--- src/design/rrc_pkg.sv ---
`timescale 1ns / 1ps

package rrc_pkg;

  // Defaults for the top-level parameters
  localparam int COORD_WIDTH_DEF = 24;
  localparam int TRIG_BITS_DEF = 16;

  // Fixed field and datapath widths
  localparam int ANGLE_W = 13;
  localparam int TURN_W = 12;          // reduced angle, -1440..1440
  localparam int CORDIC_W = 34;        // Q2.30 plus headroom
  localparam int CORDIC_MAX_ITER = 24;
  localparam int CFG_INDEX_W = 1;
  localparam int CORNER_W = 2;

  // Angle units are 1/16 degree
  localparam logic signed [ANGLE_W:0] ANGLE_FULL = 14'sd5760;
  localparam logic signed [ANGLE_W:0] ANGLE_HALF = 14'sd2880;
  localparam logic signed [ANGLE_W:0] ANGLE_QUARTER = 14'sd1440;

  localparam logic signed [21:0] RAD_PER_UNIT_Q30 = 22'sd1171271;

  typedef logic signed [CORDIC_W-1:0] cordic_word_t;

  localparam cordic_word_t CORDIC_GAIN_Q30 = 34'sd652032874;

  localparam cordic_word_t ATAN_Q30 [0:CORDIC_MAX_ITER-1] = '{
    34'sd843314857, 34'sd497837829, 34'sd263043837, 34'sd133525159,
    34'sd67021687,  34'sd33543516,  34'sd16775851,  34'sd8388437,
    34'sd4194283,   34'sd2097149,   34'sd1048575,   34'sd524287,
    34'sd262143,    34'sd131071,    34'sd65535,     34'sd32767,
    34'sd16383,     34'sd8191,      34'sd4095,      34'sd2047,
    34'sd1023,      34'sd511,       34'sd255,       34'sd127
  };

  // 50.0 in Q16.8
  localparam int RECT_DIM_RESET = 12800;

  // Register map
  localparam logic [CFG_INDEX_W-1:0] REG_RECT_WIDTH = 1'd0;
  localparam logic [CFG_INDEX_W-1:0] REG_RECT_HEIGHT = 1'd1;

  localparam logic [CORNER_W-1:0] LAST_CORNER = 2'd3;

  // Angle folding flags carried alongside the rotation
  typedef struct packed {
    logic flip;   // negate sine and cosine
    logic zero;   // exact unrotated corners
  } rrc_flags_t;

endpackage

--- src/design/rrc_corner.sv ---
`timescale 1ns / 1ps

module rrc_corner import rrc_pkg::*; #(
  parameter int COORD_WIDTH = COORD_WIDTH_DEF,
  parameter int TRIG_BITS = TRIG_BITS_DEF
) (
  input  logic                          clk,
  input  logic                          rst,
  input  logic                          in_valid,
  input  cordic_word_t                  in_x,
  input  cordic_word_t                  in_y,
  input  rrc_flags_t                    in_flags,
  input  logic [3*COORD_WIDTH-1:0]      in_data,
  input  logic [COORD_WIDTH-2:0]        rect_width,
  input  logic [COORD_WIDTH-2:0]        rect_height,
  input  logic                          out_stall,
  output logic                          adv,
  output logic                          out_valid,
  output logic signed [COORD_WIDTH-1:0] corner_x,
  output logic signed [COORD_WIDTH-1:0] corner_y,
  output logic signed [COORD_WIDTH-1:0] corner_z,
  output logic [CORNER_W-1:0]           corner_index,
  output logic                          last
);

  localparam int CW = COORD_WIDTH;
  localparam int FB = TRIG_BITS - 2;
  localparam int RSH = 32 - TRIG_BITS;
  localparam int PW = COORD_WIDTH + TRIG_BITS;
  localparam int SW = COORD_WIDTH + TRIG_BITS + 1;
  localparam logic signed [TRIG_BITS-1:0] TRIG_ONE = TRIG_BITS'(2 ** FB);
  localparam logic signed [SW-1:0] ROUND_ONE = SW'(2 ** FB);
  localparam cordic_word_t TRIG_ROUND = CORDIC_W'(2 ** (RSH - 1));

  function automatic logic signed [CW-1:0] sat(input logic signed [CW+1:0] v);
    logic [2:0] top;
    top = v[CW+1:CW-1];
    if (top == 3'b000 || top == 3'b111) begin
      return v[CW-1:0];
    end else if (v[CW+1]) begin
      return {1'b1, {(CW-1){1'b0}}};
    end else begin
      return {1'b0, {(CW-1){1'b1}}};
    end
  endfunction

  // Trig / base stage
  cordic_word_t                 x_rnd;
  cordic_word_t                 y_rnd;
  logic signed [TRIG_BITS-1:0]  c_rnd;
  logic signed [TRIG_BITS-1:0]  s_rnd;
  logic signed [TRIG_BITS-1:0]  c_next;
  logic signed [TRIG_BITS-1:0]  s_next;
  logic signed [CW-1:0]         px;
  logic signed [CW-1:0]         py;
  logic signed [CW+1:0]         cx2;
  logic signed [CW+1:0]         cy2;

  logic                         t_valid;
  logic signed [TRIG_BITS-1:0]  t_c;
  logic signed [TRIG_BITS-1:0]  t_s;
  logic signed [SW-1:0]         t_bx;
  logic signed [SW-1:0]         t_by;
  logic signed [CW-1:0]         t_z;

  // Product stage
  logic signed [PW-1:0]         w_ext;
  logic signed [PW-1:0]         h_ext;
  logic signed [PW-1:0]         c_ext;
  logic signed [PW-1:0]         s_ext;

  logic                         m_valid;
  logic signed [PW-1:0]         m_wc;
  logic signed [PW-1:0]         m_ws;
  logic signed [PW-1:0]         m_hc;
  logic signed [PW-1:0]         m_hs;
  logic signed [SW-1:0]         m_bx;
  logic signed [SW-1:0]         m_by;
  logic signed [CW-1:0]         m_z;

  // Corner sequencer
  logic [CORNER_W-1:0]          k;
  logic                         load;
  logic                         sx_pos;
  logic                         sy_pos;
  logic signed [PW-1:0]         term_wc;
  logic signed [PW-1:0]         term_hs;
  logic signed [PW-1:0]         term_ws;
  logic signed [PW-1:0]         term_hc;
  logic signed [SW-1:0]         sum_x;
  logic signed [SW-1:0]         sum_y;

  // Round CORDIC outputs to FB fraction bits, apply folding
  always_comb begin
    x_rnd = in_x + TRIG_ROUND;
    y_rnd = in_y + TRIG_ROUND;
    c_rnd = x_rnd[RSH+TRIG_BITS-1:RSH];
    s_rnd = y_rnd[RSH+TRIG_BITS-1:RSH];
    if (in_flags.zero) begin
      c_next = TRIG_ONE;
      s_next = '0;
    end else if (in_flags.flip) begin
      c_next = -c_rnd;
      s_next = -s_rnd;
    end else begin
      c_next = c_rnd;
      s_next = s_rnd;
    end
    px = in_data[3*CW-1:2*CW];
    py = in_data[2*CW-1:CW];
    // doubled center coordinates
    cx2 = $signed({px[CW-1], px, 1'b0}) + $signed({3'b000, rect_width});
    cy2 = $signed({py[CW-1], py, 1'b0}) + $signed({3'b000, rect_height});
  end

  always_comb begin
    w_ext = PW'($signed({1'b0, rect_width}));
    h_ext = PW'($signed({1'b0, rect_height}));
    c_ext = PW'(t_c);
    s_ext = PW'(t_s);
  end

  assign load = m_valid && (!out_valid || !out_stall);
  assign adv = !m_valid || (load && (k == LAST_CORNER));

  // Corner k: x offset negative for 0,1; y offset negative for 0,3
  always_comb begin
    sx_pos = k[1];
    sy_pos = k[1] ^ k[0];
    term_wc = sx_pos ? m_wc : -m_wc;
    term_hs = sy_pos ? -m_hs : m_hs;
    term_ws = sx_pos ? m_ws : -m_ws;
    term_hc = sy_pos ? m_hc : -m_hc;
    sum_x = m_bx + SW'(term_wc) + SW'(term_hs);
    sum_y = m_by + SW'(term_ws) + SW'(term_hc);
  end

  always_ff @(posedge clk) begin
    if (rst) begin
      t_valid <= 1'b0;
      m_valid <= 1'b0;
    end else if (adv) begin
      t_valid <= in_valid;
      m_valid <= t_valid;
    end
  end

  always_ff @(posedge clk) begin
    if (adv) begin
      t_c <= c_next;
      t_s <= s_next;
      t_bx <= (SW'(cx2) <<< FB) + ROUND_ONE;
      t_by <= (SW'(cy2) <<< FB) + ROUND_ONE;
      t_z <= in_data[CW-1:0];
      m_wc <= w_ext * c_ext;
      m_ws <= w_ext * s_ext;
      m_hc <= h_ext * c_ext;
      m_hs <= h_ext * s_ext;
      m_bx <= t_bx;
      m_by <= t_by;
      m_z <= t_z;
    end
  end

  always_ff @(posedge clk) begin
    if (rst) begin
      out_valid <= 1'b0;
      k <= '0;
    end else if (load) begin
      out_valid <= 1'b1;
      k <= k + 1'b1;
    end else if (!out_stall) begin
      out_valid <= 1'b0;
    end
  end

  always_ff @(posedge clk) begin
    if (load) begin
      corner_x <= sat(sum_x[SW-1:FB+1]);
      corner_y <= sat(sum_y[SW-1:FB+1]);
      corner_z <= m_z;
      corner_index <= k;
      last <= (k == LAST_CORNER);
    end
  end

endmodule

--- config.mk ---
export PLATFORM = sky130hd
export DESIGN_NAME = rrc_corner
export DESIGN_NICKNAME = d
export VERILOG_FILES = /design/src/design/rrc_pkg.sv /design/src/design/rrc_corner.sv
export SDC_FILE = /design/constraint.sdc
export NUM_CORES = 2
export LEC_CHECK = 0
export ABC_AREA = 1
export BUFFER_PORTS_ARGS = -buffer_cell sky130_fd_sc_hd__buf_2
export CAP_MARGIN = 15
export CORE_AREA = 2 2 372 374
export CTS_BUF_LIST = sky130_fd_sc_hd__clkbuf_4
export CTS_CLUSTER_SIZE = 25
export DETAILED_ROUTE_END_ITERATION = 8
export DIE_AREA = 0 0 374 376
export PLACE_DENSITY_LB_ADDON = 0.08
export RECOVER_POWER = 50
export SLEW_MARGIN = 0
export SYNTH_ARGS = -nofsm -noshare
export SYNTH_HDL_FRONTEND = slang
export SYNTH_SLANG_ARGS = --single-unit
--- constraint.sdc ---
create_clock -name clk -period 8.6 [get_ports clk]
set_input_delay 0.86 -clock clk [delete_from_list [all_inputs] [get_ports clk]]
set_output_delay 0.86 -clock clk [all_outputs]
set_load 0.005 [all_outputs]
==> flow_summary_export.csv <==
group,metric,value,unit
final_layout,nets,12844,
sta,drv_slew,621,
synth,synth_edf_count,423,
cts,cts-root-buf,"clkbuf_4",
critical_path,critPathKind,"register to register",
sta,setup_ws,1.024,ns
global_route,grt_use_met2,54.18,%
synth,yosys.cell_types.count,58,
global_route,grt_usage,35.30,%
cts,clock_sinks,428,
sta,clock_skew,0.1131,ns
critical_path,path_cells,"buf_12 > nand2_1 > fa_1 > inv_1 > fa_1 > inv_1 > fa_1 > inv_1 > fa_1 > fa_1 > inv_1 > fa_1 > inv_1 > ha_1 > a21oi_1 > o21ai_0 > nand2_1 > and2_1 > nor2_1 > nor2_1 > nand2_1 > nand2_1 > nand2_1 > xor2_1",
critical_path,cp_slowest_cell,"edfxtp_1",
critical_path,cp.arrival,8.24,ns
critical_path,crit_required,9.26,ns
cts,clock_path_buffers,3,
sta,post-route-period-util,88.10,%
cts,numCtsBuffers,110,
drt,wl_per_cell,19.30,microns
global_route,grtUsageMet3,6.718,%
floorplanning,ioPinCount,269,
place,port_buffers,234,
sta,tns,0,ns
cts,cts.clk_slew.worst_paths,0.07,ns
critical_path,max_stage_delay,1.14,ns
global_route,top_usage_layer,"met2",
cts,cts_tree,"done",
synth,netlist_instances,10564,
drt,ant_nets,0,
flow_run,cap_violations,10,
global_route,gr-total-overflow,0,
global_route,grt_pass1_vias,69545,
synth,ys_seq_area_share,15.70,%
status,violations,"capacitance limit, slew limit",
sta,finalSetupViolCount,0,
worst_hold_path,hold_class,"primary input to register",
final_layout,drive_gt1_share,5.194,%
status,status,"finished with violations",
critical_path,end_kind,"register",
floorplanning,dieWidth,374,microns
drt,drt-initial-drc-count,6097,
sta,clock.fmax,132.0,MHz
drt,routed_wl,243200,microns
drt,viasPerCell,5.445,
synth,synthArstFlopShare,0,%
drt,drc,0,
global_route,grt_max_degree,175,
synth,ys_warn_count,0,
sta,worst_pin_slew,4.345,ns
synth,synth_seq_cells,428,
floorplanning,core_area,0.1366,sq mm
place,post-place-ws,1.086,ns
critical_path,critPathMostFrequentCell,"fa_1",
cts,clkLatencyLatePin,1.06,ns
critical_path,crit_fanout,30,
sta,period_needed,7.576,ns
floorplanning,rows,136,
sta,slew-limit-headroom,-189.6,%
sta,rsz0062_at_grt,"false",
synth,synth_area,0.08157,sq mm
place,gp_congestion,1.018,
sta,hold_violations,0,
floorplanning,die_h,376,microns
drt,vias,68631,
synth,synth_flop_cell,"edfxtp_1",
cts,post_cts_buffers,0,
place,place_hpwl,201300,microns
cts,htreeDepth,3,
critical_path,cp-start-kind,"register",
final_layout,area_delta_synth_final,5.663,%
floorplanning,start_util,59.69,%
floorplanning,die_area,0.1406,sq mm
synth,synth_area_per_cell,7.721,sq um
global_route,antenna_found_initial,19,
global_route,grt_pass1_wl,383100,microns
global_route,grtUsageMet1,50.63,%
final_layout,utilization,63.07,%
synth,syn_nets,12679,
drt,drt_first_pass_iters,8,
[per-layer routing]
layer	routed length [microns]	share of wire [%]
met5	140	0.058
met1	104900	43
met3	24410	10
met2	105800	44
met4	7940	3.3
[state kept, by name, summed over array words and instances, names as in the netlist, 27 cells and up]
name	count
m_bx	27
m_by	27
m_hc	40
m_hs	40
m_wc	40
m_ws	40
t_bx	27
t_by	27
[cells in the final DEF (no fill, tap or decap), types with 10 or more instances in the layout]
| master | count |
|---|---|
| inv_1 | 2713 |
| or2_2 | 14 |
| a21o_1 | 41 |
| o21ai_1 | 10 |
| nor4_1 | 28 |
| o21ai_0 | 194 |
| nand4_1 | 84 |
| diode_2 | 10 |
| o21a_1 | 30 |
| dlygate4sd3_1 | 23 |
| nand3_1 | 259 |
| nand2_1 | 2729 |
| a31oi_1 | 49 |
| clkbuf_4 | 149 |
| a21oi_1 | 334 |
| xnor2_1 | 127 |
| clkbuf_1 | 61 |
| o31ai_1 | 11 |
| xor2_1 | 271 |
| edfxtp_1 | 423 |
| nor3_1 | 87 |
| nand2_2 | 32 |
| nor2_2 | 14 |
| nor2_1 | 713 |
| ha_1 | 701 |
| nand3b_1 | 17 |
| buf_2 | 179 |
| clkinv_1 | 21 |
| buf_4 | 115 |
| o21bai_1 | 40 |
| fa_1 | 1222 |
[Yosys cell counts, types with 14 or more instances]
library cell,instances,area [sq um]
o21ai_0,194,970.9
nand3b_1,17,127.6
a21oi_1,334,1672
a31oi_1,49,306.5
xor2_1,271,2374
fa_1,1222,24460
edfxtp_1,423,12700
nand2_2,33,206.5
inv_1,2714,10190
nand3_1,258,1291
clkbuf_1,206,773.2
nand4_1,84,525.5
nor2_1,707,2654
nor3_1,87,435.4
a21o_1,41,307.8
o21bai_1,40,300.3
nor2_2,19,118.9
buf_1,112,420.4
nand2_1,2728,10240
nor4_1,28,175.2
or2_2,14,87.58
ha_1,701,8771
o21a_1,30,225.2
xnor2_1,127,1112
[final timing paths]
path / startpoint / end / slack [ns] / depth (start not counted)
setup reg to reg: t_s[2] / m_hs[32] / 1.02 / 24
setup / recovery: t_s[2] / m_hs[32] / 1.02 / 24
hold / removal: rst / m_valid / 0.13 / 2
hold reg to reg: t_z[20] / m_z[20] / 0.37 / 0
[what timing repair did]
item                                   CTS  global route
hold buffers                            23             0
endpoints found under the hold margin   23             0
resized for setup                        0             0
[area by class of cell]
type | instances | area [sq um]
clock buffers | 149 | 1119
repair buffers | 387 | 2352
well taps | 1794 | 2245
fillers | 12387 | 50460
multi-input cells | 7083 | 57200
clock inverters | 34 | 235.2
diodes | 10 | 25.02
flip-flops and latches | 428 | 12800
inverters | 2719 | 10210
[per-stage QoR]
step | hold slack, ns | std cells | cell area [sq um]
finish | 0.1254 | 12604 | 86190
CTS | 0.001439 | 12594 | 86330
global route | 0.03944 | 12600 | 86180
detailed placement | 0.4045 | 12388 | 84740
floorplan | 0.4003 | 10564 | 81570
global placement | 0.4011 | 12388 | 84740
[kinds of logic after synthesis]
logic type	count (synthesis)	synth area share (%)
AOI/OAI and AO/OA	748	5.196
adders and majority gates	1923	40.75
buffers and inverters	3053	14.13
and+or+nand+nor	4010	19.88
DFF	428	15.70
xor gates and xnor gates	402	4.353
[worst max-delay path, delay by kind of cell, from the launching register on]
kind / cells / cell delay, ns
adder cells (fa/ha/maj): 7 / 3.41
flip-flops: 1 / 1.14
AO/OA/AOI/OAI: 2 / 0.80
AND/OR/NAND/NOR: 8 / 0.77
buffers and inverters: 6 / 0.57
XOR/XNOR: 1 / 0.53
Power is left out: the tool's default activity adds up to more than one toggle a clock period on the data nets, which glitch-free logic cannot reach.
