File: config.mk
export PLATFORM = sky130hd
export DESIGN_NAME = rrc_prep
export DESIGN_NICKNAME = d
export VERILOG_FILES = /design/src/design/rrc_pkg.sv /design/src/design/rrc_prep.sv
export SDC_FILE = /design/constraint.sdc
export NUM_CORES = 1
export LEC_CHECK = 0
export BUFFER_PORTS_ARGS = -buffer_cell sky130_fd_sc_hd__clkbuf_2
export CORE_ASPECT_RATIO = 0.7
export CORE_MARGIN = 2
export CORE_UTILIZATION = 50
export CTS_CLUSTER_SIZE = 20
export DETAILED_ROUTE_END_ITERATION = 8
export PLACE_DENSITY = 0.76
export SLEW_MARGIN = 30
export SYNTH_ARGS = -nofsm -noshare
export SYNTH_HDL_FRONTEND = slang
export SYNTH_SLANG_ARGS = --single-unit
export TNS_END_PERCENT = 50
File: constraint.sdc
create_clock -name clk -period 5.8 [get_ports clk]
set_input_delay 1.74 -clock clk [delete_from_list [all_inputs] [get_ports clk]]
set_output_delay 1.74 -clock clk [all_outputs]
set_load 0.05 [all_outputs]
File: src/design/rrc_pkg.sv
`timescale 1ns / 1ps

package rrc_pkg;

  // Defaults for the top-level parameters
  localparam int COORD_WIDTH_DEF = 24;
  localparam int TRIG_BITS_DEF = 16;

  // Fixed field and datapath widths
  localparam int ANGLE_W = 13;
  localparam int TURN_W = 12;          // reduced angle, -1440..1440
  localparam int CORDIC_W = 34;        // Q2.30 plus headroom
  localparam int CORDIC_MAX_ITER = 24;
  localparam int CFG_INDEX_W = 1;
  localparam int CORNER_W = 2;

  // Angle units are 1/16 degree
  localparam logic signed [ANGLE_W:0] ANGLE_FULL = 14'sd5760;
  localparam logic signed [ANGLE_W:0] ANGLE_HALF = 14'sd2880;
  localparam logic signed [ANGLE_W:0] ANGLE_QUARTER = 14'sd1440;

  localparam logic signed [21:0] RAD_PER_UNIT_Q30 = 22'sd1171271;

  typedef logic signed [CORDIC_W-1:0] cordic_word_t;

  localparam cordic_word_t CORDIC_GAIN_Q30 = 34'sd652032874;

  localparam cordic_word_t ATAN_Q30 [0:CORDIC_MAX_ITER-1] = '{
    34'sd843314857, 34'sd497837829, 34'sd263043837, 34'sd133525159,
    34'sd67021687,  34'sd33543516,  34'sd16775851,  34'sd8388437,
    34'sd4194283,   34'sd2097149,   34'sd1048575,   34'sd524287,
    34'sd262143,    34'sd131071,    34'sd65535,     34'sd32767,
    34'sd16383,     34'sd8191,      34'sd4095,      34'sd2047,
    34'sd1023,      34'sd511,       34'sd255,       34'sd127
  };

  // 50.0 in Q16.8
  localparam int RECT_DIM_RESET = 12800;

  // Register map
  localparam logic [CFG_INDEX_W-1:0] REG_RECT_WIDTH = 1'd0;
  localparam logic [CFG_INDEX_W-1:0] REG_RECT_HEIGHT = 1'd1;

  localparam logic [CORNER_W-1:0] LAST_CORNER = 2'd3;

  // Angle folding flags carried alongside the rotation
  typedef struct packed {
    logic flip;   // negate sine and cosine
    logic zero;   // exact unrotated corners
  } rrc_flags_t;

endpackage

File: src/design/rrc_prep.sv
`timescale 1ns / 1ps

module rrc_prep import rrc_pkg::*; #(
  parameter int COORD_WIDTH = COORD_WIDTH_DEF
) (
  input  logic                         clk,
  input  logic                         rst,
  input  logic                         adv,
  input  logic                         in_valid,
  input  logic signed [COORD_WIDTH-1:0] pos_x,
  input  logic signed [COORD_WIDTH-1:0] pos_y,
  input  logic signed [COORD_WIDTH-1:0] pos_z,
  input  logic        [ANGLE_W-1:0]     angle_deg,
  output logic                         out_valid,
  output cordic_word_t                 out_z,
  output rrc_flags_t                   out_flags,
  output logic [3*COORD_WIDTH-1:0]     out_data
);

  localparam int DATA_W = 3 * COORD_WIDTH;

  logic signed [ANGLE_W:0]  a_ext;
  logic signed [ANGLE_W:0]  a_red;
  logic signed [ANGLE_W:0]  t_half;
  logic signed [ANGLE_W:0]  t_fold;
  rrc_flags_t               flags_next;

  logic                     a_valid;
  logic signed [TURN_W-1:0] a_turn;
  rrc_flags_t               a_flags;
  logic [DATA_W-1:0]        a_data;
  cordic_word_t             z_prod;

  // Fold the angle into [-90, 90] degrees, flip sign for the outer half turn
  always_comb begin
    a_ext = $signed({1'b0, angle_deg});
    a_red = (a_ext >= ANGLE_FULL) ? a_ext - ANGLE_FULL : a_ext;
    t_half = (a_red > ANGLE_HALF) ? a_red - ANGLE_FULL : a_red;
    flags_next.zero = (a_red == '0);
    flags_next.flip = 1'b0;
    t_fold = t_half;
    if (t_half > ANGLE_QUARTER) begin
      t_fold = t_half - ANGLE_HALF;
      flags_next.flip = 1'b1;
    end else if (t_half < -ANGLE_QUARTER) begin
      t_fold = t_half + ANGLE_HALF;
      flags_next.flip = 1'b1;
    end
  end

  assign z_prod = CORDIC_W'(a_turn) * CORDIC_W'(RAD_PER_UNIT_Q30);

  always_ff @(posedge clk) begin
    if (rst) begin
      a_valid <= 1'b0;
      out_valid <= 1'b0;
    end else if (adv) begin
      a_valid <= in_valid;
      out_valid <= a_valid;
    end
  end

  always_ff @(posedge clk) begin
    if (adv) begin
      a_turn <= t_fold[TURN_W-1:0];
      a_flags <= flags_next;
      a_data <= {pos_x, pos_y, pos_z};
      out_z <= z_prod;
      out_flags <= a_flags;
      out_data <= a_data;
    end
  end

endmodule

==> results.yml, run 1 <==
synth:
  synth_nets: 1121
  netlist_instances: 839
  syn_area_mm2: 0.0115
  ys_seq_elements: 196
  yosysTopAreaCell: "edfxtp_1"
  ys_warn_count: 0
  yosysSeqAreaShare: 0.512
  async_reset_ff_frac: 0
  ys_types: 75
  synth_flop_cell: "edfxtp_1"
  syn_area_per_cell_um2: 13.7
  synth_edf_count: 194
  synth_top_area_frac: 0.508
  ys_top_cells_by_area: "edfxtp_1, fa_1, ha_1"
floorplanning:
  die_w_um: 185
  initial_core_util: 0.508
  die_h_um: 131
  core_area_mm2: 0.0226
  die-area_mm2: 0.0242
  top_level_ports: 198
  rows: 46
job:
  cap_viol_max_count: 0
timing:
  slew_headroom: 0.392
  fmax_mhz: 180
  setup_viol_count_final: 0
  finClkSkew_ns: 0.0101
  worstMarginPinSlew_ns: 0.912
  post-route-min-period_ns: 5.56
  finalCritPeriodShare: 0.959
  slew_violations: 0
  hold_viol: 0
  setup_tns_ns: 0
clock_tree:
  clock_latency_ns: 0.43
  h-tree-depth: 4
  clk_pin_slew_worst_paths_ns: 0.07
  cts_buffers: 17
  cts_root_buf: "clkbuf_16"
  ctsHoldBuffers: 0
  cts.sinks: 196
  cts_tree: "built"
  clk_path_buf_depth: 2
worst_setup_path:
  r2r_end: "out_z[33]"
  ff2ff_path_depth: 18
  crit_fanout: 6
  cp.arrival_ns: 5.74
  setup.worst_path.class: "reg2reg"
  end_kind: "register"
  r2r_start: "a_turn[3]"
  required_ns: 5.98
  rrSetupSlack_ns: 0.24
  worstSetupStartpointType: "register"
final_layout:
  area_growth_pct: 18.7
  fill_cells: 1865
  nNetsFinal: 1354
  diodes: 0
  drive_above_1_share: 0.258
grt:
  grt_max_degree: 111
  antenna_found_initial: 0
  grt_pass1_wl_um: 35700
  grt_remaining_overflow: 0
  grt_pass1_vias: 6663
  grt_usage: 0.196
routing:
  dr.pass1.iters: 4
  drt-initial-drc-count: 431
  drc_errors: 0
  ant_nets: 0
  dr_total_vias: 6927
  wl_per_cell_um: 16.5
  wirelength_um: 23100
  avgViaCountPerCell: 4.96
placed_design:
  portBuffers: 197
  dp_hpwl_um: 18300
  gp_congestion: 0.965
hold_path:
  worstHoldPathType: "reg2reg"
  hold_depth: 0
  holdPathEnd: "out_data[3]"
  min-delay-start: "a_data[3]"
run_status:
  outcome: "completed"
==> what timing repair did <==
item	CTS	global route
gates resized for setup	0	8
endpoints found under the setup margin	0	6
hold endpoints to repair	0	0
buffers inserted	0	2
==> stage by stage <==
stage / hold slack, ns / instance area (µm²) / setup slack (ns) / util / std cells
6_report: 0.418 / 13600 / 0.238 / 0.603 / 1397
2_1_floorplan: 0.400 / 11500 / 0.131 / - / 839
3_5_place_dp: 0.405 / 13000 / 0.0566 / 0.575 / 1363
3_3_place_gp: 0.400 / 13000 / 0.218 / 0.575 / 1363
4_1_cts: 0.420 / 13600 / 0.0956 / 0.601 / 1395
5_1_grt: 0.422 / 13600 / -0.00696 / 0.603 / 1397
==> area by class of cell <==
cell class	count	area (µm²)	area share
Clock buffer	18	429	0.0315
Clock inverter	14	153	0.0112
Inverter	189	709	0.0521
Multi-Input combinational cell	445	4860	0.357
Sequential cell	196	5870	0.431
Tap cell	312	390	0.0287
Timing Repair Buffer	223	1200	0.0884
==> cells in the mapped netlist, types with 3 or more instances <==
master / count
nand3_1: 7
a21oi_1: 31
buf_4: 4
ha_1: 112
a31oi_1: 5
o21bai_1: 9
nor4b_1: 3
xnor2_1: 28
nor2b_1: 3
or3_1: 3
o21ai_0: 21
and3_1: 4
inv_1: 189
nand2_1: 16
edfxtp_1: 194
nor3b_1: 3
nor3_1: 5
a211o_1: 3
fa_1: 81
a21o_1: 16
xor2_1: 6
mux2i_1: 4
o211a_1: 3
o211ai_1: 6
nor2_1: 16
nand2b_1: 3
==> sequential cells by signal, indices dropped and copies added (netlist names) <==
signal     count
a_valid        1
a_turn        12
out_flags      2
out_data      72
out_z         34
a_flags        2
a_data        72
out_valid      1
==> per-layer routing <==
metal / global-route usage / part of all wire / up-vias
met4: 0.0486 / 0.0084 / 0
met1: 0.301 / 0.50 / 3330
li1: - / - / 3347
met2: 0.270 / 0.41 / 233
met5: 0 / 0 / -
met3: 0.0582 / 0.083 / 17
==> placed cells by master (no fill, tap or decap), drive strengths merged, types with 3 or more instances in the layout <==
cell,count
nand2,17
xor2,6
xnor2,29
o311ai,4
a31oi,5
nor2,17
o21bai,9
a21o,16
o21ai,23
nor4b,3
o31ai,4
buf,26
nor2b,3
o22ai,3
ha,112
or3,3
a211o,3
nor3b,3
edfxtp,194
nor3,6
mux2i,5
and3,5
o211ai,7
clkbuf,215
o31a,3
nand3,7
a21oi,31
fa,81
nand2b,3
inv,193
o211a,4
clkinv,8
==> cell families (layout without fill, tap and decap cells) <==
group | Yosys count | after routing | share of synthesized area
AO/OA/AOI/OAI | 129 | 129 | 0.0815
adder cells (fa/ha/maj) | 193 | 193 | 0.264
flip-flops | 196 | 196 | 0.512
multiplexers | 5 | 5 | 0.00546
XOR/XNOR | 36 | 36 | 0.0294
buffers and inverters | 198 | 444 | 0.0677
AND/OR/NAND/NOR | 82 | 82 | 0.0406
==> how the worst max path moves through the flow <==
stage	start	endpoint	slack (ns)	depth (start not counted)
floorplan	a_turn[6]	out_z[33]	0.13	18
global placement	angle_deg[7]	a_turn[11]	0.22	17
detailed placement	angle_deg[7]	a_turn[11]	0.06	17
CTS	a_turn[3]	out_z[33]	0.1	17
global route	a_turn[2]	out_z[32]	-0.007	20
finish	a_turn[3]	out_z[33]	0.24	18
==> critical path, stage by stage, from the launching register on <==
cell and delay (ns):
edfxtp_1 0.42, fa_1 0.62, inv_1 0.08, fa_1 0.47
fa_1 0.49, inv_1 0.05, fa_1 0.52, inv_1 0.05
fa_1 0.52, inv_1 0.04, ha_1 0.38, o21a_1 0.20
o211ai_1 0.28, a21o_1 0.16, o311ai_2 0.16, a41oi_2 0.24
o21bai_1 0.12, nor4bb_1 0.15, or3_1 0.35
Power of run 1 is not shown: default switching activity piles up to over one toggle a cycle in this logic, so the estimate is an artifact.
==> inputs of run 2 (changes only) <==
ABC_AREA = 1   (was not set)
CAP_MARGIN = 20   (was not set)
SKIP_CTS_REPAIR_TIMING = 1   (was not set)
==> run 2 against run 1 <==
Against the previous run:
- register-to-register slack gained 0.09 ns
- non-clock buffer count shrank 17
- hold slack gained 0.0027 ns
- clock skew grew 0.0023 ns
- utilization shrank 0.15 points
- first-iteration DRC count shrank 2.1%
- critical endpoint unchanged
- critical path depth grew 2
- setup slack gained 0.093 ns
- wire length grew 4.1%
- design area grew 0.26%
- sequential share of layout area shrank 0.11 points
- via count grew 3.3%
==> results.yml, run 2 <==
synth:
  synth_flop_cell: "edfxtp_1"
  async_reset_ff_frac: 0
  synth_top_area_frac: 0.505
  ys_top_cells_by_area: "edfxtp_1, fa_1, ha_1"
  yosysTopAreaCell: "edfxtp_1"
  syn_area_per_cell_um2: 12.5
  post-synth-top-count-cell: "inv_1"
  synthTopCellsByCount: "inv_1, edfxtp_1, ha_1"
  ys_seq_elements: 196
  synth_edf_count: 194
  syn_area_mm2: 0.0115
  yosysSeqAreaShare: 0.508
  ys_types: 41
  synth_nets: 1203
  netlist_instances: 921
  ys_warn_count: 0
worst_setup_path:
  rrSetupSlack_ns: 0.33
  crit_chain: "fa_1 -> inv_1 -> fa_1 -> inv_1 -> fa_1 -> fa_1 -> inv_1 -> fa_1 -> inv_1 -> ha_1 -> a21oi_1 -> inv_1 -> nor2_1 -> o21ai_0 -> a221oi_1 -> nand2_1 -> nand3_1 -> nand2_1 -> a31oi_1 -> xnor2_1"
  r2r_start: "a_turn[6]"
  r2r_end: "out_z[33]"
  slowest_delay_ns: 0.69
  required_ns: 5.99
  cp_slowest_cell: "fa_1"
  crit_fanout: 5
  end_kind: "register"
  ff2ff_path_depth: 20
  cp.arrival_ns: 5.66
  worstSetupStartpointType: "register"
  setup.worst_path.class: "reg2reg"
placed_design:
  portBuffers: 197
  dp_hpwl_um: 19200
  gp_congestion: 0.933
grt:
  grt_remaining_overflow: 0
  grt_max_degree: 106
  grt-busiest-layer: "met1"
  met3_usage: 0.0630
  grtUsageMet1: 0.299
  grt_util_met2: 0.284
  antenna_found_initial: 0
  grt_pass1_wl_um: 36500
  grt_usage: 0.201
  grt_pass1_vias: 6838
final_layout:
  area_growth_pct: 18.3
  largest_registers: "a_data (72), out_data (72), out_z (34)"
  nNetsFinal: 1427
  diodes: 0
  final_common_cell: "inv_1"
  regArea_mm2: 0.00587
  drive_above_1_share: 0.253
  multiInputGateArea_mm2: 0.00487
  fill_cells: 1911
  layout_common_cells: "inv_1, clkbuf_2, edfxtp_1, ha_1, nand2_1"
floorplanning:
  core_area_mm2: 0.0227
  die_w_um: 186
  rows: 46
  initial_core_util: 0.509
  die-area_mm2: 0.0243
  die_h_um: 131
  top_level_ports: 198
clock_tree:
  clk_pin_slew_worst_paths_ns: 0.07
  cts_buffers: 17
  h-tree-depth: 4
  cts.sinks: 196
  cts_root_buf: "clkbuf_16"
  cts_tree: "built"
  clk_path_buf_depth: 2
  clock_latency_ns: 0.44
routing:
  drt-initial-drc-count: 422
  dr_total_vias: 7154
  dr.pass1.iters: 5
  avgViaCountPerCell: 4.87
  wl_per_cell_um: 16.3
  drc_errors: 0
  ant_nets: 0
  wirelength_um: 24000
hold_path:
  hold_depth: 0
  holdPathEnd: "out_data[43]"
  worstHoldPathType: "reg2reg"
  min-delay-start: "a_data[43]"
timing:
  hold_viol: 0
  rsz0062_at_grt: "false"
  finClkSkew_ns: 0.0124
  fmax_mhz: 183
  setup_viol_count_final: 0
  slew_headroom: 0.411
  post-route-min-period_ns: 5.47
  slew_violations: 0
  setup_tns_ns: 0
  finalCritPeriodShare: 0.943
  worstMarginPinSlew_ns: 0.883
job:
  cap_viol_max_count: 0
run_status:
  outcome: "completed"
[run 2: cell count changes after synthesis, moves of 13 or more]
cell / delta
xor2_1: +20
inv_1: +13
a21o_1: -15
nand2_1: +93
nand3_1: +31
nand2_2: +18
xnor2_1: -21
[run 2: cell type report]
class	instances	share of cell area
clock inverter	15	0.0172
tap	312	0.0286
inverter	209	0.0586
timing repair buffer	206	0.0779
multi-input combinational	515	0.357
sequential	196	0.430
clock buffer	17	0.0312
[run 2: critical path, delay by kind of cell, from the launching register on]
kind	cells	cell delay, ns
AOI/OAI and AO/OA	4	0.75
xor gates and xnor gates	1	0.08
adders and majority gates	6	3.16
buffers and inverters	5	0.36
DFF	1	0.49
and+or+nand+nor	4	0.39
[run 2: worst max path at each step]
| stage | slack (ns) | end | startpoint | depth (start not counted) |
|---|---|---|---|---|
| after floorplan | 0.70 | out_z[28] | a_turn[3] | 22 |
| after global placement | 0.36 | out_z[28] | a_turn[3] | 22 |
| after detailed placement | 0.26 | out_z[28] | a_turn[3] | 22 |
| after CTS | 0.25 | out_z[28] | a_turn[3] | 22 |
| after global routing | 0.02 | out_z[28] | a_turn[3] | 22 |
| final | 0.33 | out_z[33] | a_turn[6] | 20 |
[run 2: logic make-up (layout without fill, tap and decap cells)]
logic type	after synthesis	count (layout)	synth area share
AND/OR/NAND/NOR	227	227	0.101
flip-flops	196	196	0.508
AO/OA/AOI/OAI	61	61	0.0322
adder cells (fa/ha/maj)	193	193	0.262
XOR/XNOR	34	34	0.0265
buffers and inverters	210	447	0.0703
[run 2: metal layers]
layer | vias to the layer above | share of wire
li1 | 3472 | -
met1 | 3443 | 0.49
met3 | 18 | 0.074
met4 | 0 | 0.012
met5 | - | 0
met2 | 221 | 0.43
[run 2: through the flow]
| step | hold WS, ns | util | setup WS (ns) | instance area [µm²] | instances |
|---|---|---|---|---|---|
| final | 0.421 | 0.602 | 0.332 | 13600 | 1470 |
| after global routing | 0.427 | 0.602 | 0.0201 | 13600 | 1470 |
| after CTS | 0.420 | 0.600 | 0.249 | 13600 | 1467 |
| after detailed placement | 0.405 | 0.571 | 0.263 | 13000 | 1435 |
| after global placement | 0.400 | 0.571 | 0.362 | 13000 | 1435 |
| after floorplan | 0.400 | - | 0.697 | 11500 | 921 |
Power of run 2 is left out for the same reason.
