===== src/design/rrc_pkg.sv =====
`timescale 1ns / 1ps

package rrc_pkg;

  // Defaults for the top-level parameters
  localparam int COORD_WIDTH_DEF = 24;
  localparam int TRIG_BITS_DEF = 16;

  // Fixed field and datapath widths
  localparam int ANGLE_W = 13;
  localparam int TURN_W = 12;          // reduced angle, -1440..1440
  localparam int CORDIC_W = 34;        // Q2.30 plus headroom
  localparam int CORDIC_MAX_ITER = 24;
  localparam int CFG_INDEX_W = 1;
  localparam int CORNER_W = 2;

  // Angle units are 1/16 degree
  localparam logic signed [ANGLE_W:0] ANGLE_FULL = 14'sd5760;
  localparam logic signed [ANGLE_W:0] ANGLE_HALF = 14'sd2880;
  localparam logic signed [ANGLE_W:0] ANGLE_QUARTER = 14'sd1440;

  localparam logic signed [21:0] RAD_PER_UNIT_Q30 = 22'sd1171271;

  typedef logic signed [CORDIC_W-1:0] cordic_word_t;

  localparam cordic_word_t CORDIC_GAIN_Q30 = 34'sd652032874;

  localparam cordic_word_t ATAN_Q30 [0:CORDIC_MAX_ITER-1] = '{
    34'sd843314857, 34'sd497837829, 34'sd263043837, 34'sd133525159,
    34'sd67021687,  34'sd33543516,  34'sd16775851,  34'sd8388437,
    34'sd4194283,   34'sd2097149,   34'sd1048575,   34'sd524287,
    34'sd262143,    34'sd131071,    34'sd65535,     34'sd32767,
    34'sd16383,     34'sd8191,      34'sd4095,      34'sd2047,
    34'sd1023,      34'sd511,       34'sd255,       34'sd127
  };

  // 50.0 in Q16.8
  localparam int RECT_DIM_RESET = 12800;

  // Register map
  localparam logic [CFG_INDEX_W-1:0] REG_RECT_WIDTH = 1'd0;
  localparam logic [CFG_INDEX_W-1:0] REG_RECT_HEIGHT = 1'd1;

  localparam logic [CORNER_W-1:0] LAST_CORNER = 2'd3;

  // Angle folding flags carried alongside the rotation
  typedef struct packed {
    logic flip;   // negate sine and cosine
    logic zero;   // exact unrotated corners
  } rrc_flags_t;

endpackage


===== src/design/rrc_cell.sv =====
`timescale 1ns / 1ps

module rrc_cell import rrc_pkg::*; #(
  parameter int STAGE = 0,
  parameter int DATA_W = 3 * COORD_WIDTH_DEF
) (
  input  logic              clk,
  input  logic              rst,
  input  logic              adv,
  input  logic              in_valid,
  input  cordic_word_t      in_x,
  input  cordic_word_t      in_y,
  input  cordic_word_t      in_z,
  input  rrc_flags_t        in_flags,
  input  logic [DATA_W-1:0] in_data,
  output logic              out_valid,
  output cordic_word_t      out_x,
  output cordic_word_t      out_y,
  output cordic_word_t      out_z,
  output rrc_flags_t        out_flags,
  output logic [DATA_W-1:0] out_data
);

  cordic_word_t x_next;
  cordic_word_t y_next;
  cordic_word_t z_next;

  // One micro-rotation toward zero residual angle
  always_comb begin
    if (!in_z[CORDIC_W-1]) begin
      x_next = in_x - (in_y >>> STAGE);
      y_next = in_y + (in_x >>> STAGE);
      z_next = in_z - ATAN_Q30[STAGE];
    end else begin
      x_next = in_x + (in_y >>> STAGE);
      y_next = in_y - (in_x >>> STAGE);
      z_next = in_z + ATAN_Q30[STAGE];
    end
  end

  always_ff @(posedge clk) begin
    if (rst) begin
      out_valid <= 1'b0;
    end else if (adv) begin
      out_valid <= in_valid;
    end
  end

  always_ff @(posedge clk) begin
    if (adv) begin
      out_x <= x_next;
      out_y <= y_next;
      out_z <= z_next;
      out_flags <= in_flags;
      out_data <= in_data;
    end
  end

endmodule


===== config.mk =====
export PLATFORM = sky130hd
export DESIGN_NAME = rrc_cell
export DESIGN_NICKNAME = d
export VERILOG_FILES = /design/src/design/rrc_pkg.sv /design/src/design/rrc_cell.sv
export SDC_FILE = /design/constraint.sdc
export NUM_CORES = 1
export LEC_CHECK = 0
export BUFFER_PORTS_ARGS = -buffer_cell sky130_fd_sc_hd__buf_4
export CORE_MARGIN = 4
export CORE_UTILIZATION = 54
export DETAILED_ROUTE_END_ITERATION = 8
export PLACE_DENSITY = 0.82
export SLEW_MARGIN = 20
export SYNTH_ARGS = -nofsm -noshare
export SYNTH_HDL_FRONTEND = slang
export SYNTH_SLANG_ARGS = --single-unit

===== constraint.sdc =====
create_clock -name clk -period 11.1 [get_ports clk]
set_clock_uncertainty 0.1 [all_clocks]
set_input_delay 1.11 -clock clk [delete_from_list [all_inputs] [get_ports clk]]
set_output_delay 1.11 -clock clk [all_outputs]
set_load 0.005 [all_outputs]

==> run summary, run 1 <==
The clock reaches the later pin of the worst-skew pair after 0.43 ns. The wire length after detailed routing is 41,200 um. The number of antenna violations at the first check in global routing is 1. The die outline width came out at 162 um. In this design, the stage delay of the slowest critical-path cell is 0.63 ns. The number of flops mapped to enable cells by yosys came out at 175.

The routability congestion estimate from global placement is 1.08. The actual transition at the worst max-transition pin is 0.815 ns. The remaining max-slew budget at the tightest pin came out at 0.456. Overall power consumption after layout is estimated at 2180 uW. The depth of the CTS H-tree came out at 4.

Before CTS, the worst setup slack after placement is 6.34 ns. The final layout net count is 1,931. The die covers 26,200 sq um.

The register-to-register path setup slack came out at 10.38 ns. Dividing the detail-routed wire length by the instance count gives 21.1 um. Summed over all instances, the cell type with the most area after synthesis is sky130_fd_sc_hd__edfxtp_1. The worst path buffer plus inverter count is 3.

The iteration count of the initial detailed-routing pass came out at 6. After synthesis, the cell types taking the most area are sky130_fd_sc_hd__edfxtp_1 (41%), sky130_fd_sc_hd__ha_1 (13%), sky130_fd_sc_hd__a21oi_1 (5.2%). The capturing point of the worst reg2reg path is out_valid. The predominant post-synthesis flop cell is sky130_fd_sc_hd__edfxtp_1. The termination of the worst setup path is out_z[32]. The combined area of the multi-input logic cells is 6840 sq um. The achievable frequency is 226 MHz. The cell sitting at the root of the clock tree is a sky130_fd_sc_hd__clkbuf_16. The number of cells upsized or downsized after cts is 0. The switching share of power came out at 0.322. The portion of synthesized cell area occupied by the leading cell type is 0.411.

The core footprint came out at 23,400 sq um. The cell area after synthesis came out at 12,800 sq um. The starting density of the core came out at 0.547. The mean instance size in the synthesized netlist came out at 9.96 sq um. The share of post-route cells with drive strength above 1 is 0.268. Fill cells in the final layout number 1,842.

The total clock sinks is 176. After clock tree synthesis, the clock-pin slew on the worst setup and hold paths is 0.07 ns. The setup slack of the critical path after layout is 6.67 ns. The launching element type of the critical path is an input pin. Synthesis produced a netlist whose cell count is 1,284. The post-placement cell area came out at 15,700 sq um. The startpoint identified for the worst register-to-register timing path is out_valid.

The proportion of synthesized flip-flops having asynchronous set or reset came out at 0. The net count of the mapped netlist came out at 1,600. The maximum vdd drop came out at 104 uV. In the finished design, the share of the clock period the worst path needs comes to 0.399. The number of DRC markers in iteration 0 is 1,369.

The worst hold path belongs to the class reg2reg. In this run, distinct cell masters in the synthesized netlist total 85. After clock tree synthesis, the flow added hold-fix buffers numbering 0. Using the TritonRoute via totals, the vias-per-cell ratio works out to 5.96. Setup violations remaining at the end of the flow were counted as 0.

TritonCTS built the clock tree. For this design, the slowest cell found on the critical path is sky130_fd_sc_hd__buf_4. The area growth from synthesis to layout is 27.2%. The sequential-to-total area share from yosys stat came out at 0.412. The path type of the worst setup path is in2reg.

The flow ran to the end, and the final reports show no timing, DRC or antenna violations. The number of stages on the worst setup path is 13. The number of violations of the max-capacitance limit is 0. The number of warnings issued by yosys is 0. The number of core rows came out at 56. By count the netlist is led by sky130_fd_sc_hd__edfxtp_1 (175), sky130_fd_sc_hd__a21oi_1 (134), sky130_fd_sc_hd__ha_1 (132).

The power share of the clock group came out at 0.279. The maximum fanout along the worst path came out at 62. The total congestion overflow after global routing came out at 0. Walking the worst path, the cells encountered are buf_4 -> inv_2 -> buf_4 -> ha_1 -> and2b_1 -> o31ai_2 -> a21oi_2 -> a41oi_2 -> o221ai_2 -> o21a_1 -> o221ai_2 -> mux2i_1 -> nand3_1.

Once the clock tree was built, the setup fixing pass inserted 0 buffers. The count of final hold-check violations came to 0. The final non-filler cell area is 16,300 sq um. The net load switching power came out at 702 uW. Data on the critical path arrives at its endpoint at 4.51 ns. The largest net degree at the start of global routing is 91. The worst setup path is captured at a flop. The internal power summed over all cells is 1480 uW. The number of vias in the routed layout is 11,600. The final number of max-transition violations was 0. The data required time at the worst endpoint came out at 11.18 ns. The total negative setup slack came out at 0 ns. The sequential standard cell area came out at 5280 sq um. For this design the ratio of total power to cell area is 134 nW/um^2. For this design the top-level I/O count stands at 357. Setup repair after global routing left no endpoint under its margin.

In this run the worst setup path begins at in_z[33]. The most frequently used cell type in the post-synthesis netlist is sky130_fd_sc_hd__edfxtp_1. The detail route stage leaves a number of antenna-violating nets equal to 0.

Of the total power, combinational logic draws 0.321. The post-layout minimum cycle time came out at 4.43 ns. The wire length of the first global-routing pass came out at 61,400 um.

The total of flip-flops plus latches after synthesis came out at 176. The leakage component of the power came out at 0.00721 uW. In this run the vertical extent of the chip is 162 um.

Buffers inserted during clock tree synthesis total 17. The aggregate global-route resource usage is 0.300. The sequential cell fraction of total power came out at 0.400. The depth of the worst register-to-register path came out at 2.

In this run the tool buffered the top-level ports with 356 buffer cells. On the critical path the largest part of the delay comes from compound AO/OA/AOI/OAI gates. The number of buffers on the longest clock path came out at 2. The placed wire-length estimate is 32,800 um. The via count of the first global-routing pass came to 11,100. The detailed-route DRC error count is 0.
## flip-flops by register name, indices dropped and copies added (netlist names)
name	flops
out_x	34
out_valid	1
out_data	72
out_z	34
out_flags	2
out_y	33
## cell families after synthesis
group / count (synthesis) / synth area share
muxes: 17 / 0.0133
buffers and inverters: 166 / 0.0532
and+or+nand+nor: 302 / 0.118
xor gates and xnor gates: 91 / 0.0623
DFF: 176 / 0.412
AOI/OAI and AO/OA: 396 / 0.206
adders and majority gates: 136 / 0.135
## tightest hold or removal path, cell delays in order, from the launching register on
cell	delay (ns)
sky130_fd_sc_hd__dfxtp_1	0.33
sky130_fd_sc_hd__mux2i_1	0.08
sky130_fd_sc_hd__nor2_1	0.08
## layer usage
layer / up-vias / track usage / routed length [um]
met4: 0 / 0.155 / 2440
met5: - / 0 / 0
li1: 5336 / - / -
met2: 700 / 0.518 / 20000
met3: 129 / 0.0530 / 3640
met1: 5453 / 0.359 / 15100
## how the worst min path moves through the flow
stage,startpoint,to,cells after the start
final,out_valid,out_valid,2
after global routing,out_valid,out_valid,2
after CTS,out_valid,out_valid,2
after detailed placement,out_valid,out_valid,2
after global placement,out_valid,out_valid,2
after floorplan,out_valid,out_valid,2
## cells in the final DEF (no fill, tap or decap), types with 17 or more instances in the layout
cell                        synthesis  layout
sky130_fd_sc_hd__nor2b_1           17      17
sky130_fd_sc_hd__o21bai_1          27      27
sky130_fd_sc_hd__a21o_1            39      39
sky130_fd_sc_hd__nor2_1           102     102
sky130_fd_sc_hd__nor3_1            32      32
sky130_fd_sc_hd__ha_1             132     132
sky130_fd_sc_hd__xnor2_1           72      72
sky130_fd_sc_hd__xor2_1            19      19
sky130_fd_sc_hd__nand3_1           23      23
sky130_fd_sc_hd__buf_4              7     357
sky130_fd_sc_hd__clkbuf_16          0      17
sky130_fd_sc_hd__o21ai_0           64      64
sky130_fd_sc_hd__edfxtp_1         175     175
sky130_fd_sc_hd__nand2_1           53      53
sky130_fd_sc_hd__inv_1            111     111
sky130_fd_sc_hd__mux2i_1           17      17
sky130_fd_sc_hd__a21oi_1          134     134
## stage by stage
step,instances,hold slack [ns],utilization
floorplan,1284,0.385,-
global placement,1915,0.379,0.669
detailed placement,1915,0.410,0.669
CTS,1947,0.428,0.695
global route,1948,0.448,0.695
finish,1948,0.423,0.695
## layout make-up
class                           count  share of cell area
Antenna cell                        1            0.000154
Clock buffer                       17              0.0261
Clock inverter                     15              0.0113
Inverter                          119              0.0274
Multi-Input combinational cell    942               0.420
Sequential cell                   176               0.324
Tap cell                          319              0.0245
Timing Repair Buffer              359               0.166
## power by group through the flow
stage | Sequential (uW) | Combinational (uW) | Clock (uW)
finish | 871 | 700 | 609
global route | 879 | 745 | 648
CTS | 872 | 688 | 619
detailed placement | 886 | 684 | 0
global placement | 883 | 669 | 0
floorplan | 892 | 352 | 0
No activity file was read; power rests on OpenSTA's default activity.
==> run 2, diff against run 1 <==
--- a/config.mk
+++ b/config.mk
@@ -7,9 +7,9 @@
 export LEC_CHECK = 0
 export BUFFER_PORTS_ARGS = -buffer_cell sky130_fd_sc_hd__buf_4
 export CORE_MARGIN = 4
-export CORE_UTILIZATION = 54
+export CORE_UTILIZATION = 49
 export DETAILED_ROUTE_END_ITERATION = 8
-export PLACE_DENSITY = 0.82
+export PLACE_DENSITY = 0.79
 export SLEW_MARGIN = 20
 export SYNTH_ARGS = -nofsm -noshare
 export SYNTH_HDL_FRONTEND = slang
==> constraint.sdc (replaced) <==
create_clock -name clk -period 3.8 [get_ports clk]
set_clock_uncertainty 0.1 [all_clocks]
set_input_delay 0.38 -clock clk [delete_from_list [all_inputs] [get_ports clk]]
set_output_delay 0.38 -clock clk [all_outputs]
set_load 0.005 [all_outputs]
==> run 2 against run 1 <==
Count of clock-buffer cells in the layout did not move. Sequential power rose to 2.9 times the previous value. Flip-flop and latch count did not move. Final cell count rose by 1.6%. Non-clock buffer count rose by 20. First-iteration DRC count fell by 27%. Largest power group unchanged. Die area rose by 9.7%. Largest cell class unchanged. Critical path depth fell by 1. Via count fell by 1.9%. Wire length fell by 0.59%.
==> run summary, run 2 (synthesis results as in run 1) <==
The run finished with clean final reports. The actual transition at the worst max-transition pin came out at 0.886 ns (+0.0704 ns). The final critical-path share of the clock period is 0.864. The maximum fanout along the worst path was 15 (-76%). The depth of the CTS H-tree came to 4 (unchanged). The worst setup path is launched from an input pin. The highest metal layer carrying signal wires in the routed design is met4. The routed length on met1 is 16,200 um (+7.6%). TritonCTS built the clock tree.

The path class of the tightest hold or removal check is in2reg. The remaining max-slew budget at the tightest pin is 0.409 (-0.0469). The power density of the placed cells is 387 nW/um^2 (+190%).

The area growth from synthesis to layout is 28.6%. The data required time at the worst endpoint is 3.88 ns (-7.30 ns). The number of fill cells came to 2,092 (+14%). The register with the most flip-flops is out_data. The maximum vdd drop was 276 uV (+170%). The critical path is of the in2reg type.

The final number of max-transition violations came out at 0 (unchanged). In this run the clock root is driven by a sky130_fd_sc_hd__clkbuf_16. The largest stage delay on the critical path came out at 0.61 ns (-0.02 ns). The amount of wire on met3 after detailed routing came out at 3230 um (-11%). The total clock sinks came to 176 (unchanged). The arrival time of the worst setup path is 3.36 ns (-1.15 ns).

The wire length after detailed routing came out at 41,000 um (-0.59%). The height of the die is 170 um (+4.7%). The number of top-level pins came out at 357 (unchanged). The worst hold slack is 0.0211 ns (-0.402 ns). The wire length of the first global-routing pass is 60,800 um (-1.0%).

The remaining antenna violation count after routing came out at 0 (unchanged). The met2 wire length came out at 19,800 um (-1.0%). The count of final hold-check violations came out at 0 (unchanged). The library cell used most frequently in the layout, excluding fill and tap cells, is sky130_fd_sc_hd__buf_4. The number of buffers inserted during clock tree synthesis is 17 (unchanged). The leakage component of the power came out at 0.00731 uW (+1.4%). The worst path in the final design needs a cycle of 3.28 ns, including I/O delays and setup.

On the critical path the largest part of the delay comes from compound AO/OA/AOI/OAI gates. Walking the worst path, the cells encountered are buf_4 -> inv_1 -> ha_1 -> nand4_1 -> nor4_1 -> o21ai_0 -> o211ai_1 -> a41oi_1 -> nor2b_1 -> o21ai_1 -> o21bai_1 -> xnor2_1. The number of core rows is 58 (+3.6%). The total congestion overflow after global routing is 0 (unchanged). The clock insertion delay at the later pin of the skew report came out at 0.43 ns (about the same). For this run, the top clock speed supported by timing is 304 MHz. The starting density of the core came out at 0.504 (-0.0430). The largest registers in the layout are out_data x72, out_x x34, out_z x34.

The share of post-route cells with drive strength above 1 was 0.276 (+0.00766). The count of endpoints failing setup in the final report came out at 0 (unchanged). The largest net degree at the start of global routing is 81 (-11%). The number of flip-flops in the largest register was 72 (unchanged). The number of antenna violations at the first check in global routing is 1 (unchanged). The detailed-route DRC error count is 0 (unchanged).

The via count of the first global-routing pass is 10,800 (-2.0%). The via density per instance was 5.76 (-3.4%). The routability congestion estimate from global placement is 0.983 (-8.9%). The die outline width came out at 170 um (+4.7%). The final layout net count came to 1,951 (+1.0%).

The endpoint class of the critical path is a flop. The number of vias in the routed layout came to 11,400 (-1.9%). The number of I/O port buffers came to 356 (unchanged). The aggregate global-route resource usage came out at 0.269 (-0.0308).

The clock transition at the registers of the reported paths is 0.08 ns (about the same). The slowest stage of the critical path is the sky130_fd_sc_hd__ha_1 cell. The number of buffers on the longest clock path came to 2 (unchanged).

The overall power after layout came out at 6370 uW (+190%). Leaving out fill and tap cells, the most frequent cells in the layout are sky130_fd_sc_hd__buf_4 (375), sky130_fd_sc_hd__edfxtp_1 (175), sky130_fd_sc_hd__a21oi_1 (134), sky130_fd_sc_hd__ha_1 (132), sky130_fd_sc_hd__inv_1 (111). The iteration count of the initial detailed-routing pass is 5 (-1). The core footprint came out at 25,400 sq um (+8.5%). The count of buffers added by post-CTS timing repair for setup was 0 (unchanged). The routed wire length per instance is 20.7 um (-2.1%). The worst path buffer plus inverter count is 2 (-1).

Setup repair after global routing left no endpoint under its margin. The total negative setup slack came out at 0 ns (unchanged). The die footprint is 28,800 sq um (+9.7%). The number of DRC markers in iteration 0 came out at 999 (-27%). The number of violations of the max-capacitance limit was 0 (unchanged).

The placed wire-length estimate came out at 32,800 um (about the same).
## run 2: cell count changes in the layout (fill, tap and decap cells not counted), sizes merged
| cell | previous run | this run |
|---|---|---|
| buf | 359 | 377 |
| inv | 125 | 127 |
| bufinv | 1 | 0 |
| clkinvlp | 1 | 0 |
| dlygate4sd3 | 0 | 2 |
## run 2: timing repair
action	4_1_cts	5_1_grt
endpoints found under the hold margin	1	1
hold buffers	1	1
resized for setup	0	0
## run 2: layout make-up
| type | count | area, sq um | area share |
|---|---|---|---|
| multi-input cells | 942 | 6840 | 0.416 |
| flip-flops and latches | 176 | 5280 | 0.321 |
| repair buffers | 379 | 2870 | 0.174 |
| inverters | 119 | 447 | 0.0272 |
| clock buffers | 17 | 425 | 0.0259 |
| well taps | 330 | 413 | 0.0251 |
| clock inverters | 15 | 181 | 0.0110 |
| diodes | 1 | 2.50 | 0.000152 |
## run 2: path summary, 6_finish.rpt
path	slack [ns]	cells past startpoint	endpoint	from
worst max-delay path	0.52	12	out_y[33]	in_x[8]
worst min-delay path	0.02	1	out_data[15]	in_data[15]
worst max register to register	3.07	2	out_valid	out_valid
worst min register to register	0.44	2	out_valid	out_valid
## run 2: per-layer routing
layer	GRT usage	vias to the layer above
met2	0.455	566
met3	0.0426	81
met5	0	-
met1	0.346	5372
met4	0.109	0
li1	-	5380
## run 2: stage by stage
step                instance area, sq um   util  worst slack, ns  instances
CTS                                16400  0.647            0.587       1977
global placement                   15800  0.623            0.134       1944
global route                       16400  0.648            0.312       1979
floorplan                          12800      -           0.0666       1284
finish                             16400  0.648            0.516       1979
detailed placement                 15800  0.623            0.168       1944
## run 2: power breakdown
part	leakage (uW)	switching (uW)	internal (uW)
Combinational	0.00529	1130	931
Sequential	0.00172	81.1	2460
Clock	0.000297	866	902
Total	0.00731	2070	4300
